$ cat config.mk
export PLATFORM = sky130hd
export DESIGN_NAME = fpw_ctrl
export DESIGN_NICKNAME = d
export VERILOG_FILES = /design/src/design/fpw_pkg.sv /design/src/design/fpw_ctrl.sv
export SDC_FILE = /design/constraint.sdc
export NUM_CORES = 1
export LEC_CHECK = 0
export ABC_AREA = 1
export BUFFER_PORTS_ARGS = -buffer_cell sky130_fd_sc_hd__buf_2
export CORE_AREA = 5 5 42 44
export DETAILED_ROUTE_END_ITERATION = 7
export DIE_AREA = 0 0 47 49
export MAX_ROUTING_LAYER = met4
export PLACE_DENSITY = 0.45
export SLEW_MARGIN = 20
export SYNTH_ARGS = -nofsm -noshare
export SYNTH_HDL_FRONTEND = slang
export SYNTH_SLANG_ARGS = --single-unit
$ cat constraint.sdc
create_clock -name clk_i -period 2.9 [get_ports clk_i]
set_clock_uncertainty 0.15 [all_clocks]
set_input_delay 0.145 -clock clk_i [delete_from_list [all_inputs] [get_ports clk_i]]
set_output_delay 0.145 -clock clk_i [all_outputs]
set_load 0.1 [all_outputs]
$ cat src/design/fpw_pkg.sv
// Shared types, field widths and codes of the five-level page table walker.
package fpw_pkg;

  localparam int ActW       = 2;
  localparam int VpnW       = 45;
  localparam int PpnW       = 52;
  localparam int StatusW    = 2;
  localparam int EntryW     = PpnW + 1;   // {frame, valid}
  localparam int RootW      = 6;
  localparam int FirstFreeW = 7;
  localparam int CfgDataW   = 7;
  localparam int CfgIdxW    = 1;

  // action codes
  localparam logic [ActW-1:0] ActQuery = 2'd0;
  localparam logic [ActW-1:0] ActMap   = 2'd1;
  localparam logic [ActW-1:0] ActUnmap = 2'd2;
  localparam logic [ActW-1:0] ActNone  = 2'd3;

  // status codes
  localparam logic [StatusW-1:0] StsOk    = 2'd0;
  localparam logic [StatusW-1:0] StsNoMap = 2'd1;
  localparam logic [StatusW-1:0] StsFull  = 2'd2;

  // configuration register indexes
  localparam logic [CfgIdxW-1:0] CfgRootFrame = 1'b0;
  localparam logic [CfgIdxW-1:0] CfgFirstFree = 1'b1;

  typedef struct packed {
    logic [ActW-1:0] action;
    logic [VpnW-1:0] vpn;
    logic [PpnW-1:0] ppn;
  } in_beat_t;

  typedef struct packed {
    logic [StatusW-1:0] status;
    logic [PpnW-1:0]    ppn_out;
  } out_beat_t;

  // controller -> datapath
  typedef struct packed {
    logic               clr_step;   // write zero at the clear pointer
    logic               start;      // latch the input beat, point at the root
    logic               descend;    // follow the valid entry one level down
    logic               alloc;      // fill the missing entry from the allocator, go down
    logic               wr_leaf;    // write (map) or clear (unmap) the leaf
    logic               res_load;
    logic [StatusW-1:0] res_status;
    logic               res_found;  // take ppn_out from the entry just read
    logic               out_load;
  } ctl_cmd_t;

  // datapath -> controller
  typedef struct packed {
    logic [ActW-1:0] act;
    logic            leaf;
    logic            ent_valid;
    logic            alloc_empty;
    logic            clr_last;
    logic            out_free;
  } ctl_sts_t;

endpackage

$ cat src/design/fpw_ctrl.sv
// Walker controller: clearing pass, accept, per-level read/check sequencing, result handoff.
module fpw_ctrl (
  input  logic              clk_i,
  input  logic              rst_ni,
  input  logic              in_valid_i,
  output logic              in_stall_o,
  input  fpw_pkg::ctl_sts_t sts_i,
  output fpw_pkg::ctl_cmd_t cmd_o
);

  localparam logic [2:0] StClear = 3'd0;
  localparam logic [2:0] StIdle  = 3'd1;
  localparam logic [2:0] StRead  = 3'd2;
  localparam logic [2:0] StCheck = 3'd3;
  localparam logic [2:0] StFin   = 3'd4;

  logic [2:0] state_q, state_d;

  always_comb begin
    state_d = state_q;
    cmd_o   = '0;
    unique case (state_q)
      StClear: begin
        cmd_o.clr_step = 1'b1;
        if (sts_i.clr_last) begin
          state_d = StIdle;
        end
      end
      StIdle: begin
        if (in_valid_i) begin
          cmd_o.start = 1'b1;
          state_d     = StRead;
        end
      end
      StRead: begin
        // read data of the current level lands in the next cycle
        state_d = StCheck;
      end
      StCheck: begin
        state_d             = StFin;
        cmd_o.res_load      = 1'b1;
        cmd_o.res_status    = fpw_pkg::StsOk;
        if (sts_i.act == fpw_pkg::ActNone) begin
          cmd_o.res_status = fpw_pkg::StsOk;
        end else if (sts_i.leaf) begin
          if (sts_i.act == fpw_pkg::ActQuery) begin
            cmd_o.res_found  = sts_i.ent_valid;
            cmd_o.res_status = sts_i.ent_valid ? fpw_pkg::StsOk : fpw_pkg::StsNoMap;
          end else begin
            cmd_o.wr_leaf = 1'b1;
          end
        end else if (sts_i.ent_valid) begin
          cmd_o.res_load = 1'b0;
          cmd_o.descend  = 1'b1;
          state_d        = StRead;
        end else if (sts_i.act == fpw_pkg::ActQuery) begin
          cmd_o.res_status = fpw_pkg::StsNoMap;
        end else if (sts_i.act == fpw_pkg::ActMap) begin
          if (sts_i.alloc_empty) begin
            cmd_o.res_status = fpw_pkg::StsFull;
          end else begin
            cmd_o.res_load = 1'b0;
            cmd_o.alloc    = 1'b1;
            state_d        = StRead;
          end
        end
        // unmap with a missing path ends with status ok
      end
      StFin: begin
        if (sts_i.out_free) begin
          cmd_o.out_load = 1'b1;
          state_d        = StIdle;
        end
      end
      default: begin
        state_d = StIdle;
      end
    endcase
  end

  always_ff @(posedge clk_i or negedge rst_ni) begin
    if (!rst_ni) begin
      state_q <= StClear;
    end else begin
      state_q <= state_d;
    end
  end

  assign in_stall_o = (state_q != StIdle);

  a_accept_reads: assert property (@(posedge clk_i) disable iff (!rst_ni)
    (in_valid_i && !in_stall_o) |=> state_q == StRead)
    else $error("accepted beat did not start a walk");

  a_leaf_write_at_leaf: assert property (@(posedge clk_i) disable iff (!rst_ni)
    cmd_o.wr_leaf |-> sts_i.leaf && $past(state_q) == StRead)
    else $error("leaf write away from level zero");

  a_alloc_has_frame: assert property (@(posedge clk_i) disable iff (!rst_ni)
    cmd_o.alloc |-> !sts_i.alloc_empty && sts_i.act == fpw_pkg::ActMap)
    else $error("allocation without a free frame");

endmodule

After elaboration in Yosys (flattened, before gate mapping) --
Cells that the tools add are included.
Cells by class: equal/unequal tests 10, muxes and demuxes 39, reductions and logical operators 3
Operators with widths (count):
- 3-bit two-way mux | 10
- 1-bit two-way mux | 19
- 3-bit one-hot mux with 5 select lines | 1
- 2-bit two-way mux | 7
- 7-bit two-way mux | 1
- 3-bit by 2-bit equality test with 1-bit output (second input constant) | 2
- 2-bit inequality test (second input constant) | 3
- 4-bit two-way mux | 1
- 3-bit by 1-bit equality test with 1-bit output (second input constant) | 1
- 3-bit equality test (second input constant) | 1
- 3-bit zero test | 1
- 3-bit by 1-bit inequality test with 1-bit output (second input constant) | 1
- 3-bit AND reduction | 1
- 2-bit by 1-bit equality test with 1-bit output (second input constant) | 1
- 2-bit equality test (second input constant) | 1
- 2-bit zero test | 1
Word-level totals: register bits after elaboration 3, input bits 10, output and inout bits 11, word-level logic and storage cells 53

Depth between registers and ports, before layout --
word-level depth 7, depth in mapped cells 6

Worst setup path before layout --
Ideal clock, no wire load.
path type register -> output, start register state_q[0], end output port cmd_o[0] (netlist name), arrival 3.352 ns, slack -0.747 ns, cell stages (with the launch flop) 2, buffers on the path 0, cells stage by stage dfrtp_1 -> nor4_1
RTL lines:
- start: declaration | RTL line fpw_ctrl.sv:17 | logic [2:0] state_q, state_d;
- start signal: assignment | RTL line fpw_ctrl.sv:83 | state_q <= StClear;
- start signal: assignment | RTL line fpw_ctrl.sv:85 | state_q <= state_d;
- end: declaration | RTL line fpw_ctrl.sv:8 | output fpw_pkg::ctl_cmd_t cmd_o

==> metrics.cfg <==
[routing]
drt-pass1-iter-count = 2
wirelength_um = 793
num_vias = 359
route.detailed.drc = 0
ant_nets = 0
drtIter0Drc = 3
post_drt_wl_per_cell_um = 8.81
post_drt_via_cell_ratio = 3.99

[worst_setup_path]
crit_required_ps = 2610
end_kind = output pin
critPathKind = flip-flop to output pin
arrival_ps = 1630
critPathMaxFanout = 4
crit_path_start_kind = flip-flop
r2r_cells = 4
worstReg2RegEnd = state_q[1]$_DFFE_PN0P_
r2r_start = state_q[2]$_DFFE_PN0P_
r2r_setup_slack_ps = 1660

[timing]
max_slew_margin_pct = 67.7
period_minus_slack_ps = 1920
hold_viol = 0
fmax_mhz = 520
period_share_pct = 66.3
setup_viol = 0
setup-tns-final_ps = 0
rsz0062_at_grt = false
fin_ws_ps = 977
final_max_slew_viol_count = 0
worst_slew_pin_slew_ps = 488

[logic_synthesis]
avgSynthCellArea_um2 = 5.69
ys_types = 13
synth_area_um2 = 279
synth_area_leaders = dfrtp_1, nor2_1, inv_1
syn_inst = 49
syn-num-nets = 59
synth_top_area_share_pct = 26.9
ys_ff_latch = 3
yosys.area.top_type = dfrtp_1
ys_seq_area_share_pct = 26.9
yosys_warnings = 0

[pwr]
power.total_mw = 0.596
power.share.switching_pct = 67.9
clkPwrFrac_pct = 11.9
p_sw_mw = 0.405
comb_power_share_pct = 73.0
leakage_nw = 0.267
pwr-share-seq_pct = 15.0
ir_drop_mv = 0.466
powerDensity_nw_per_um2 = 1340
p_int_mw = 0.191

[floorplanning]
start_util_pct = 19.9
core_area_um2 = 1400
io_pins = 21
fp.dieH_um = 49
die-width_um = 47
dieArea_um2 = 2300
rows = 14

[placement]
port_buffers = 20
dpl.cell_count = 85
dp_hpwl_um = 674
dp_slack_ps = 1220
gp_congestion = 0.796

[layout]
syn2layout_area_growth_pct = 59.2
multi_input_area_um2 = 175
nNetsFinal = 85
layout-drive-gt1-share_pct = 39.2
final_cells = 90
top_regs = state_q: 3 flops
largest-register = state_q
antennaDiodeCount = 0
final_util_pct = 31.7
fill_cells = 182
regArea_um2 = 75.1
largest_reg_flops = 3

[grt]
antenna_found_initial = 0
gr-total-overflow = 0
track_usage_pct = 7.23
grt_max_degree = 7
grt_pass1_vias = 347
grt_pass1_wl_um = 1210

[cts]
cts_root_buf = clkbuf_4
clockBufferDepth = 2
cts_tree = yes
cts_resized = 0
clk_pin_slew_ps = 40
cts_buffers = 3
cts.sinks = 3
h-tree-depth = 1
post_cts_buffers = 0
clk-insertion-delay-late_ps = 230

[status]
run_status = finished, final reports clean

[run]
cap_violations = 0

[worst_hold_path]
hold_path.class = primary input to asynchronous set/reset pin

==> cell usage in the layout (no fill, tap or decap), drive strengths merged, types with 2 or more instances in the layout <==
| cell type | netlist | routed |
|---|---|---|
| buf | 0 | 20 |
| nand2 | 9 | 9 |
| dfrtp | 3 | 3 |
| nor3 | 2 | 2 |
| o21ai | 2 | 2 |
| inv | 10 | 10 |
| nor2 | 15 | 15 |
| clkbuf | 0 | 4 |
| nand3 | 5 | 5 |
==> worst max path at each step <==
stage                           startpoint  endpoint  slack [ps]  depth (start not counted)
floorplan           state_q[2]$_DFFE_PN0P_  cmd_o[8]         100                          3
global placement    state_q[2]$_DFFE_PN0P_  cmd_o[6]        1240                          6
detailed placement  state_q[2]$_DFFE_PN0P_  cmd_o[1]        1220                          6
CTS                 state_q[2]$_DFFE_PN0P_  cmd_o[1]         960                          6
global route        state_q[2]$_DFFE_PN0P_  cmd_o[4]         860                          6
finish              state_q[2]$_DFFE_PN0P_  cmd_o[1]         980                          6
==> stage by stage <==
step	cell area, µm²	hold WS (ps)
2_1_floorplan	288	-301
3_3_place_gp	408	-206
3_5_place_dp	408	-209
4_1_cts	444	96.0
5_1_grt	444	105
6_report	444	96.3
==> power by group through the flow <==
stage	Clock [mW]	Sequential (mW)	Combinational, mW
2_1_floorplan	0	0.0845	0.374
3_3_place_gp	0	0.0895	0.438
3_5_place_dp	0	0.0900	0.435
4_1_cts	0.0740	0.0894	0.439
5_1_grt	0.0789	0.0923	0.461
6_report	0.0711	0.0894	0.435
==> worst max-delay path, cell delays in order, from the launching register on <==
cell and delay (ps):
dfrtp_1 390, inv_1 130, nand2_1 100, nor2_2 130, nand2_1 90, nor3_2 100, buf_2 440
==> repair_timing <==
item,4_1_cts,5_1_grt
endpoints found under the hold margin,3,0
hold buffers,1,0
setup endpoints to repair,0,0
==> cell usage after synthesis, drive strengths merged <==
cell     n
o21bai   1
nand3    5
nor2    15
or2      1
inv     10
nand2    9
nor4     1
nor3     2
dfrtp    3
o21ai    2
==> area by class of cell <==
cell class	count	share of cell area, %
Inverter	10	8.45
Sequential cell	3	16.9
Timing Repair Buffer	21	24.8
Clock buffer	4	5.92
Multi-Input combinational cell	36	39.4
Tap cell	16	4.51
==> layer usage <==
layer / vias up / wire length [µm] / global-route usage, %
met5: - / 0 / -
met4: 0 / 0 / 5.53
met3: 0 / 86 / 0
met2: 17 / 376 / 11.8
met1: 143 / 330 / 7.93
li1: 199 / - / -
==> cells by family after synthesis <==
kind of cell	share of synthesized area, %
AND/OR/NAND/NOR	52.0
flip-flops	26.9
buffers and inverters	13.5
AO/OA/AOI/OAI	7.62
Note: power is estimated with default switching activity, not from simulation.
